## config.mk

```make
export PLATFORM = sky130hd
export DESIGN_NAME = psns_ctrl
export DESIGN_NICKNAME = d
export VERILOG_FILES = /design/src/hw/rtl/psns_pkg.sv /design/src/hw/rtl/psns_ctrl.sv
export VERILOG_INCLUDE_DIRS = /design/src /design/src/hw/rtl
export SDC_FILE = /design/constraint.sdc
export NUM_CORES = 1
export LEC_CHECK = 0
export BUFFER_PORTS_ARGS = -buffer_cell sky130_fd_sc_hd__buf_4
export CORE_AREA = 3 3 40 42
export DETAILED_ROUTE_END_ITERATION = 10
export DIE_AREA = 0 0 43 45
export GPL_TIMING_DRIVEN = 0
export PLACE_DENSITY = 0.51
export SKIP_LAST_GASP = 1
export SLEW_MARGIN = 15
export SYNTH_ARGS = -nofsm -noshare
export SYNTH_HDL_FRONTEND = slang
export SYNTH_SLANG_ARGS = --single-unit
```

## constraint.sdc

```tcl
create_clock -name i_clk -period 4.25 [get_ports i_clk]
set_input_delay 0.425 -clock i_clk [delete_from_list [all_inputs] [get_ports i_clk]]
set_output_delay 0.425 -clock i_clk [all_outputs]
set_load 0.05 [all_outputs]
```

## src/hw/rtl/assert_macros.svh

```systemverilog
// assertion macros shared by the rtl files
// no dependencies; each macro checks one property on the rising clock edge
`ifndef ASSERT_MACROS_SVH
`define ASSERT_MACROS_SVH

// property must hold at every edge outside reset
`define ASSERT_ALWAYS(label, clk, rst_n, prop) \
    label: assert property (@(posedge clk) disable iff (!rst_n) (prop)) \
        else $error("assertion failed");

// consequent must follow an antecedent
`define ASSERT_IMPLIES(label, clk, rst_n, ante, cons) \
    label: assert property (@(posedge clk) disable iff (!rst_n) (ante) |-> (cons)) \
        else $error("implication failed");

`endif

```

## src/hw/rtl/psns_pkg.sv

```systemverilog
// shared types and constants of the point stack nearest search unit
// no dependencies; imported by the controller, datapath, square root and top level
package psns_pkg;

    // stack geometry
    localparam int DEPTH     = 128;
    localparam int IDX_W     = (DEPTH > 1) ? $clog2(DEPTH) : 1;
    localparam int CNT_W     = $clog2(DEPTH + 1);

    // field widths of the interface
    localparam int COORD_W   = 16;
    localparam int PT_W      = 2 * COORD_W;
    localparam int OUT_IDX_W = 7;
    localparam int OUT_CNT_W = 8;
    localparam int DIST_W    = 25;

    // distance arithmetic widths
    localparam int DIFF_W    = COORD_W + 1;
    localparam int SQ_PROD_W = 2 * DIFF_W;
    localparam int SQR_W     = SQ_PROD_W - 1;
    localparam int D2_W      = SQR_W + 1;
    localparam int FRAC_W    = 8;
    localparam int SQ_W      = D2_W + 2 * FRAC_W;
    localparam int SQ_STEPS  = (SQ_W + 1) / 2;

    // empty query distance, 100000.0 with 8 fraction bits
    localparam logic [DIST_W-1:0] EMPTY_DIST = DIST_W'(100000 * (1 << FRAC_W));

    typedef enum logic [1:0] {
        OP_ADD    = 2'd0,
        OP_REMOVE = 2'd1,
        OP_QUERY  = 2'd2
    } t_op;

    typedef enum logic [1:0] {
        ST_OK    = 2'd0,
        ST_FULL  = 2'd1,
        ST_EMPTY = 2'd2
    } t_status;

    typedef enum logic [1:0] {
        EM_PLAIN,
        EM_EMPTYQ,
        EM_QUERY
    } t_emit;

    typedef enum logic [1:0] {
        S_IDLE,
        S_SCAN,
        S_DRAIN,
        S_SQRT
    } t_state;

    // controller to datapath
    typedef struct packed {
        logic    push;
        logic    pop;
        logic    q_start;
        logic    scan;
        logic    sqrt_start;
        logic    emit;
        t_emit   emit_sel;
        t_status status;
    } t_dp_cmd;

    // datapath to controller
    typedef struct packed {
        logic empty;
        logic full;
        logic last_addr;
        logic pipe_busy;
        logic sqrt_done;
    } t_dp_stat;

endpackage

```

## src/hw/rtl/psns_ctrl.sv

```systemverilog
// controller state machine: decodes operations and sequences a query
// depends on psns_pkg and assert_macros.svh
`include "assert_macros.svh"

module psns_ctrl (
    input  logic               i_clk,
    input  logic               i_rst_n,
    input  logic               i_start,
    input  psns_pkg::t_op      i_op,
    input  psns_pkg::t_dp_stat i_stat,
    output psns_pkg::t_dp_cmd  o_cmd,
    output logic               o_busy
);
    import psns_pkg::*;

    t_state  r_state, n_state;
    t_dp_cmd w_cmd;
    logic    w_accept;

    assign w_accept = i_start && (r_state == S_IDLE);

    // state register
    always_ff @(posedge i_clk) begin
        if (!i_rst_n) begin
            r_state <= S_IDLE;
        end else begin
            r_state <= n_state;
        end
    end

    // next state
    always_comb begin
        n_state = r_state;
        case (r_state)
            S_IDLE: begin
                if (w_accept && (i_op == OP_QUERY) && !i_stat.empty) begin
                    n_state = S_SCAN;
                end
            end
            S_SCAN: begin
                if (i_stat.last_addr) begin
                    n_state = S_DRAIN;
                end
            end
            S_DRAIN: begin
                if (!i_stat.pipe_busy) begin
                    n_state = S_SQRT;
                end
            end
            S_SQRT: begin
                if (i_stat.sqrt_done) begin
                    n_state = S_IDLE;
                end
            end
            default: n_state = S_IDLE;
        endcase
    end

    // command outputs
    always_comb begin
        w_cmd          = '0;
        w_cmd.emit_sel = EM_PLAIN;
        w_cmd.status   = ST_OK;
        case (r_state)
            S_IDLE: begin
                if (w_accept) begin
                    case (i_op)
                        OP_ADD: begin
                            w_cmd.emit   = 1'b1;
                            w_cmd.push   = !i_stat.full;
                            w_cmd.status = i_stat.full ? ST_FULL : ST_OK;
                        end
                        OP_REMOVE: begin
                            w_cmd.emit   = 1'b1;
                            w_cmd.pop    = !i_stat.empty;
                            w_cmd.status = i_stat.empty ? ST_EMPTY : ST_OK;
                        end
                        OP_QUERY: begin
                            if (i_stat.empty) begin
                                w_cmd.emit     = 1'b1;
                                w_cmd.emit_sel = EM_EMPTYQ;
                                w_cmd.status   = ST_EMPTY;
                            end else begin
                                w_cmd.q_start = 1'b1;
                            end
                        end
                        default: begin
                            w_cmd.emit = 1'b1;
                        end
                    endcase
                end
            end
            S_SCAN: begin
                w_cmd.scan = 1'b1;
            end
            S_DRAIN: begin
                w_cmd.sqrt_start = !i_stat.pipe_busy;
            end
            S_SQRT: begin
                if (i_stat.sqrt_done) begin
                    w_cmd.emit     = 1'b1;
                    w_cmd.emit_sel = EM_QUERY;
                end
            end
            default: begin
                w_cmd = '0;
            end
        endcase
    end

    assign o_cmd  = w_cmd;
    assign o_busy = (r_state != S_IDLE);

    // root only starts once the best distance is final
    `ASSERT_IMPLIES(a_sqrt_after_drain, i_clk, i_rst_n, w_cmd.sqrt_start, !i_stat.pipe_busy)
    // a scan never starts on an empty stack
    `ASSERT_IMPLIES(a_query_nonempty, i_clk, i_rst_n, w_cmd.q_start, !i_stat.empty)
    // store and count change only outside a query
    `ASSERT_ALWAYS(a_no_stack_change_busy, i_clk, i_rst_n,
        !((w_cmd.push || w_cmd.pop) && (r_state != S_IDLE)))

endmodule
```

==> key figures, run 1 <==
Clocking
  – H-tree levels: 1
  – Post-CTS Setup Inserts: 0
  – Reg clk slew, reported paths: about 0.030 ns
  – Cts repair resizes: 0
  – Root Buffer: clkbuf_4
  – Longest Clk Path Bufs: 2
  – Hold-fix buffers, CTS: 0
  – Worst skew pair latency: about 0.22 ns
  – Sink Count: 2
  – CTS tree: done
  – TritonCTS buffer count: 3

Floorplan
  – Core ar.: 0.00128 mm^2
  – Die area: 0.00194 mm^2
  – Initial Util: 26.7%
  – Die width: ~43 um
  – Die Ht: 45 um
  – Top Ports: 21
  – Std-Cell Rows: 13

Timing
  – Final hold vios: 0
  – Fmax: 0.501 GHz
  – # setup viols final: 0
  – Worst clock skew: between 0.001 and 0.0015 ns
  – Worst-margin pin slew: 0.325 ns
  – Worst hold slack: 0.491 ns
  – RSZ-0062 raised after global routing: no
  – Fin crit share: roughly 47%
  – Final WS setup: 2.25 ns
  – Min Tclk post-route: roughly 2 ns
  – Max-slew headroom: between 70% and 80%
  – Pins Over Slew Limit: 0
  – Final TNS setup: 0 ns

Setup path
  – Crit path arrival time: ~1.6 ns
  – Worst path required time: 3.83 ns
  – Worst stage delay on the critical path: 0.33 ns
  – Max stage delay cell, worst path: dfxtp_1
  – Worst path top cell family by delay: simple AND/OR/NAND/NOR gates
  – Max FO, Critical Path: 6
  – Buffer and inverter count on the worst path: 2
  – Crit path kind: reg2out
  – Critical path launch point type: flop
  – Crit-path cells: inv_1, ha_1, nand3_1, nor3b_1, buf_4
  – Setup crit end kind: primary output

Global routing
  – Gr usage total: under 10%
  – Number of global-route vias before repair: between 300 and 400
  – Pin count of the biggest net entering global routing: 7
  – Total gr overflow: 0
  – First-pass GRT wire length: 1320 um
  – Number of antenna violations at the first check in global routing: 0

Placement
  – DP Cell Count: 75
  – Gpl congestion: 0.676
  – Setup slack after placement: 2.45 ns
  – Hpwl dp: ~650 um
  – Port-buffer cells: 20

Finish
  – Biggest register: r_state
  – Share of layout cells above drive strength 1: 39.7%
  – Antenna diode count: 0
  – Most common cell after layout, fill and taps aside: buf_4
  – Final nets: 84
  – Max reg flops: 2
  – Largest regs: r_state x2
  – Finished Layout Cells: 78
  – Commonest cells after routing, fill and taps aside: buf_4 (20), ha_1 (9), inv_1 (5)
  – P&R area growth vs syn: 55.8%

Power and ir drop
  – Design Power: 272 uW
  – Switching fraction of total power: 52.6%
  – NetSw: between 100 and 150 uW
  – Combinational share of power: 73.6%
  – Sequential power share: between 10% and 20%
  – Clock Power Share: about 15%
  – Power Dens Cells: between 500 and 600 mW/mm^2
  – Int Pwr: 129 uW
  – Peak VDD IR: around 210 uV
  – Pleak: around 0.00027 uW

Synth
  – Synth Area in XOR/XNOR: 0%
  – Cells after Synth: 40
  – Synth top area cells: ha_1 (33%), dfxtp_1 (12%), nor3b_1 (8.8%)
  – Mapped Nets: 59
  – Distinct cells, synth: 16
  – Adder-cell share of the synthesized area: 32.8%
  – Cell area after synthesis: 343 um^2
  – FF+latch count, synth: 2
  – Synth Area in Simple Gates: between 30 and 40%
  – Top-area cell type share of the netlist area: 32.8%
  – Largest family of logic cells by synthesized area: simple AND/OR/NAND/NOR gates
  – Synth Area in Compound Gates: 11.3%
  – Synth area leader: ha_1
  – Ys Warns: 0
  – Mux cell area share after synthesis: under 10%
  – Seq/Total Area, Yosys: 11.7%
  – Syn Area/Cell: 8.57 um^2

Drt
  – First-pass detailed-route iteration total: 2
  – Drt wl/cell: 9.55 um
  – DRC: 0
  – Vias: 337
  – Vias per inst: about 4.3
  – WL final: 745 um
  – 1st-iter DRT viols: 2
  – Detail Route Antenna Nets: 0

Run status
  – Outcome: completed

Min path
  – Hold crit path type: in2reg

Flow run
  – Max cap viols: 0
tightest hold or removal path: stages:
cell and delay [ns]:
buf_4 0.12, nand2_1 0.05, mux2i_1 0.05
cells by family after synthesis:
| kind of cell | count (synthesis) |
|---|---|
| AO/OA/AOI/OAI | 3 |
| adder cells (fa/ha/maj) | 9 |
| buffers and inverters | 5 |
| flip-flops | 2 |
| multiplexers | 2 |
| AND/OR/NAND/NOR | 19 |
synth_stat cells:
master	number
nand3_1	1
and2_1	2
nand2_1	4
dfxtp_1	2
nand3b_1	1
and4_2	1
a31oi_1	1
ha_1	9
nor3b_1	4
inv_1	5
nor2b_1	3
nand2b_1	1
a2111oi_4	1
mux2i_1	2
nor2_1	2
o21ai_0	1
per-stage QoR:
| stage | cell area (um^2) | util, % |
|---|---|---|
| floorplan | 343 | - |
| CTS | 534 | 41.6 |
| global route | 534 | 41.6 |
| global placement | 512 | 39.8 |
| finish | 534 | 41.6 |
| detailed placement | 512 | 39.8 |
area by class of cell:
cell class,instances,area [um^2]
Tap cell,15,18.8
Sequential cell,2,40.0
Inverter,5,18.8
Multi-Input combinational cell,33,284
Clock buffer,3,22.5
Fill cell,143,751
Timing Repair Buffer,20,150
worst paths after layout:
check                           startpoint          to  slack, ns  depth (start not counted)
worst max-delay path            r_state[0]    o_cmd[2]       2.25                          5
worst min register to register  r_state[1]  r_state[1]       0.50                          2
worst min-delay path               i_rst_n  r_state[1]       0.49                          3
worst max register to register  r_state[1]  r_state[0]       2.77                          5
layer usage:
| layer | part of all wire [%] | global-route usage (%) |
|---|---|---|
| met1 | 44 | 11.3 |
| met2 | 48 | 13.5 |
| met3 | 7.9 | 3.19 |
| met4 | 0 | 7.23 |
| met5 | 0 | 0 |
power groups by stage:
stage / logic, uW / clock network (uW) / registers (uW)
final: 200 / 40.1 / 31.8
after detailed placement: 202 / 0 / 32.4
after global placement: 203 / 0 / 32.2
after CTS: 202 / 42.9 / 32.1
after floorplan: 151 / 0 / 30.5
after global routing: 217 / 45.5 / 32.7
No activity file was read; power rests on OpenSTA's default activity.
==> inputs of run 2 (changes only) <==
==> constraint.sdc (replaced) <==
create_clock -name i_clk -period 1.95 [get_ports i_clk]
set_input_delay 0.195 -clock i_clk [delete_from_list [all_inputs] [get_ports i_clk]]
set_output_delay 0.195 -clock i_clk [all_outputs]
set_load 0.05 [all_outputs]
==> run 2 against run 1 <==
Against the previous run:
- die area is the same
- sequential power grew 120%
- clock skew shrank 0.00066 ns
- critical path depth is the same
- non-clock buffer count is the same
- wire length grew 3.4%
- highest routed layer unchanged
==> key figures, run 2 (synthesis results as in run 1) <==
Run status
  – Outcome: completed

Floorplan
  – Die area: 0.00194 mm^2
  – Top Ports: 21
  – Core ar.: ~0.0013 mm^2
  – Die Ht: 45 um
  – Std-Cell Rows: 13
  – Die width: 43 um
  – Initial Util: 26.7%

Setup path
  – Max FO, Critical Path: 6
  – Setup crit end kind: primary output
  – Crit path kind: reg2out
  – Worst stage delay on the critical path: 0.33 ns
  – Crit path arrival time: 1.57 ns
  – Worst path required time: ~1.8 ns
  – Crit-path cells: inv_1, ha_1, nand3_1, nor3b_1, buf_4
  – Max stage delay cell, worst path: dfxtp_1
  – Critical path launch point type: flop

Global routing
  – Total gr overflow: 0
  – Number of global-route vias before repair: 323
  – Gr usage total: 8.23%
  – Pin count of the biggest net entering global routing: 7
  – Number of antenna violations at the first check in global routing: 0
  – First-pass GRT wire length: approximately 1200 um

Drt
  – Vias: 340
  – Detail Route Antenna Nets: 0
  – 1st-iter DRT viols: 3
  – Drt wl/cell: 9.87 um
  – First-pass detailed-route iteration total: 4
  – Vias per inst: 4.36
  – WL final: approximately 770 um
  – DRC: 0

Finish
  – Fill count: 134
  – Util after Layout: 42.4%
  – Largest regs: r_state x2
  – Most common cell after layout, fill and taps aside: buf_4
  – Biggest register: r_state
  – Antenna diode count: 0
  – Share of layout cells above drive strength 1: between 40 and 50%
  – Final nets: 84
  – Sequential Area: 40.0 um^2
  – Max reg flops: 2
  – Area of the multi-input gates: 294 um^2
  – Commonest cells after routing, fill and taps aside: buf_4 (20), ha_1 (9), inv_1 (5)
  – Finished Layout Cells: 78
  – Design area: 544 um^2
  – P&R area growth vs syn: 58.8%

Timing
  – Max-slew headroom: 77.7%
  – Final hold vios: 0
  – Pins Over Slew Limit: 0
  – Min Tclk post-route: 1.76 ns
  – # setup viols final: 0
  – Fmax: 0.568 GHz
  – Worst clock skew: between 0.0005 and 0.0006 ns
  – Worst-margin pin slew: 0.335 ns
  – Fin crit share: 90.3%
  – Final TNS setup: 0 ns
  – RSZ-0062 raised after global routing: no

Clocking
  – Reg clk slew, reported paths: 0.03 ns
  – Post-CTS Setup Inserts: 0
  – TritonCTS buffer count: 3
  – Worst skew pair latency: 0.22 ns
  – Hold-fix buffers, CTS: 0
  – Sink Count: 2
  – Cts repair resizes: 0
  – H-tree levels: 1
  – Longest Clk Path Bufs: 2
  – CTS tree: done
  – Root Buffer: clkbuf_4

Placement
  – Placed Area: 522 um^2
  – DP Cell Count: 75
  – Gpl congestion: around 0.61
  – Hpwl dp: 668 um
  – Port-buffer cells: 20

Flow run
  – Max cap viols: 0

Power and ir drop
  – Power Dens Cells: 1090 mW/mm^2
  – Pleak: between 0.0002 and 0.0003 uW
  – Peak VDD IR: 461 uV

Min path
  – Hold crit path type: in2reg
## run 2: cell count changes in the layout (fill, tap and decap cells not counted)
cell,previous run,this run
nor3b_2,0,2
nor3b_1,4,2
## run 2: where the power goes
part           leakage (uW)  switching, uW  internal (uW)
Sequential        0.0000163           14.2           55.1
Clock             0.0000138           20.8           67.6
Combinational      0.000245            279            158
## run 2: path summary, 6_finish.rpt
path                                  from         end  slack (ns)  depth (start not counted)
worst max-delay path            r_state[1]    o_cmd[2]        0.19                          5
worst min-delay path               i_rst_n  r_state[1]        0.26                          3
worst max register to register  r_state[0]  r_state[0]        0.46                          5
worst min register to register  r_state[0]  r_state[0]        0.50                          2
## run 2: cell type report
cell class                      count  share of cell area, %
Timing Repair Buffer               20                   27.6
Clock buffer                        3                   4.14
Tap cell                           15                   3.45
Inverter                            5                   3.45
Multi-Input combinational cell     33                   54.0
Sequential cell                     2                   7.36
## run 2: per-stage QoR
step	total power [uW]	worst slack (ns)	hold slack, ns
floorplan	399	-0.218	0.341
global placement	516	0.412	0.484
detailed placement	513	0.384	0.483
CTS	608	0.154	0.249
global route	648	0.0689	0.261
finish	595	0.188	0.258
## run 2: worst max-delay path: cells and delay by family, from the launching register on
family	cells	cell delay, ns
buffers and inverters	2	0.34
AND/OR/NAND/NOR	2	0.36
flip-flops	1	0.33
adder cells (fa/ha/maj)	1	0.31
## run 2: routing by layer
| metal | share of wire, % | GRT usage, % |
|---|---|---|
| met5 | 0 | 0 |
| met4 | 0 | 5.42 |
| met3 | 9.5 | 2.39 |
| met2 | 49 | 14.1 |
| met1 | 41 | 8.87 |
==> inputs of run 3 (changes only) <==
--- a/config.mk
+++ b/config.mk
@@ -7,9 +7,9 @@
 export NUM_CORES = 1
 export LEC_CHECK = 0
 export BUFFER_PORTS_ARGS = -buffer_cell sky130_fd_sc_hd__buf_4
-export CORE_AREA = 3 3 40 42
+export CORE_AREA = 2 2 39 41
 export DETAILED_ROUTE_END_ITERATION = 10
-export DIE_AREA = 0 0 43 45
+export DIE_AREA = 0 0 41 43
 export GPL_TIMING_DRIVEN = 0
 export PLACE_DENSITY = 0.51
 export SKIP_LAST_GASP = 1
==> run 3 against run 2 <==
Against the previous run:
- cell area is 0.23% higher
- clock skew is 0.0011 ns higher
- combinational power hardly changed
- non-clock buffer count stayed put
- maximum frequency is 0.63% higher
- highest routed layer unchanged
- count of clock-buffer cells in the layout stayed put
- sequential share of layout area hardly changed
- flip-flop and latch count stayed put
- clock power is 2% higher
- largest cell class unchanged
==> key figures, run 3 (synthesis results as in run 1) <==
Floorplan
  – Die width: roughly 40 um
  – Initial Util: 24.8%
  – Top Ports: 21
  – Std-Cell Rows: 14
  – Die area: 0.00176 mm^2
  – Die Ht: 43 um
  – Core ar.: 0.00138 mm^2

Placement
  – Port-buffer cells: 20
  – Hpwl dp: 615 um
  – Placed Area: between 500 and 600 um^2
  – Gpl congestion: 0.611
  – Setup slack after placement: 0.401 ns

Finish
  – P&R area growth vs syn: 59.1%
  – Largest regs: r_state x2
  – Antenna diode count: 0
  – Commonest cells after routing, fill and taps aside: buf_4 (20), ha_1 (9), inv_1 (5)
  – Share of layout cells above drive strength 1: 42.9%
  – Sequential Area: between 40 and 50 um^2
  – Biggest register: r_state
  – Area of the multi-input gates: 294 um^2
  – Most common cell after layout, fill and taps aside: buf_4
  – Final nets: 84
  – Max reg flops: 2
  – Fill count: 142
  – Design area: about 550 um^2

Min path
  – Hold crit path type: in2reg

Clocking
  – Root Buffer: clkbuf_4
  – Longest Clk Path Bufs: 2
  – Cts repair resizes: 0
  – TritonCTS buffer count: 3
  – H-tree levels: 1
  – Hold-fix buffers, CTS: 0
  – Worst skew pair latency: 0.22 ns
  – Post-CTS Setup Inserts: 0
  – Reg clk slew, reported paths: 0.03 ns
  – Sink Count: 2
  – CTS tree: done

Power and ir drop
  – Power Dens Cells: 1100 mW/mm^2
  – Design Power: 598 uW
  – Peak VDD IR: 479 uV
  – Pleak: 0.000275 uW

Global routing
  – First-pass GRT wire length: between 1000 and 1500 um
  – Gr usage total: 9.32%
  – Number of antenna violations at the first check in global routing: 0
  – Met3 Use GR: 0.524%
  – Total gr overflow: 0
  – Number of global-route vias before repair: 315
  – GRT busiest layer: met2
  – Met2 Use GR: 15.6%
  – Pin count of the biggest net entering global routing: 7
  – M1 GR Usage: about a tenth

Timing
  – Worst hold slack: 0.260 ns
  – Worst clock skew: 0.00166 ns
  – Fin crit share: 89.8%
  – RSZ-0062 raised after global routing: no
  – Final WS setup: 0.199 ns
  – Pins Over Slew Limit: 0
  – Fmax: 0.571 GHz
  – Final hold vios: 0
  – Final TNS setup: 0 ns
  – Min Tclk post-route: 1.75 ns
  – Max-slew headroom: between 70% and 80%
  – Worst-margin pin slew: ~0.33 ns
  – # setup viols final: 0

Drt
  – Vias: 338
  – 1st-iter DRT viols: 0
  – WL final: 750 um
  – Detail Route Antenna Nets: 0
  – Vias per inst: around 4.3
  – DRC: 0
  – Drt wl/cell: 9.49 um
  – First-pass detailed-route iteration total: 1

Setup path
  – Worst stage delay on the critical path: 0.33 ns
  – R2r setup slk: 0.46 ns
  – Max FO, Critical Path: 6
  – Worst path required time: 1.75 ns
  – Crit path kind: reg2out
  – Critical path launch point type: flop
  – Crit-path cells: inv_1, ha_1, nand3_1, nor3b_1, buf_4
  – Max stage delay cell, worst path: dfxtp_1
  – Setup crit end kind: primary output
  – Crit path arrival time: between 1.5 and 2 ns

Flow run
  – Max cap viols: 0

Run status
  – Outcome: completed
[run 3: cell counts in the layout (fill, tap and decap cells not counted)]
No cell type changed its count.
[run 3: power by group]
part           internal, uW  leakage [uW]  switching [uW]
clock network          67.8     0.0000138            22.4
registers              55.1     0.0000163            14.5
logic                   159      0.000245             280
[run 3: final timing paths]
path | start | end | depth (start not counted)
hold / removal | i_rst_n | r_state[0] | 3
hold reg to reg | r_state[1] | r_state[1] | 2
setup / recovery | r_state[0] | o_cmd[2] | 5
setup reg to reg | r_state[0] | r_state[0] | 5
[run 3: layout make-up]
type	instances	share of cell area [%]
Multi-Input combinational cell	33	53.9
Timing Repair Buffer	20	27.5
Sequential cell	2	7.34
Clock buffer	3	4.13
Tap cell	16	3.67
Inverter	5	3.44
[run 3: per-stage QoR]
step                util (%)  instances
detailed placement      37.8         76
global route            39.4         79
global placement        37.8         76
CTS                     39.4         79
finish                  39.4         79
floorplan                  -         40
[run 3: metal layers]
| metal | share of wire (%) | up-vias |
|---|---|---|
| li1 | - | 179 |
| met4 | 0 | 0 |
| met1 | 40 | 144 |
| met3 | 10 | 0 |
| met5 | 0 | - |
| met2 | 50 | 15 |
[run 3: worst max-delay path, delay by kind of cell (launching register included)]
family / cells / cell delay (ns)
buf+inv: 2 / 0.34
flops: 1 / 0.33
simple gates: 2 / 0.35
fa+ha+maj: 1 / 0.31
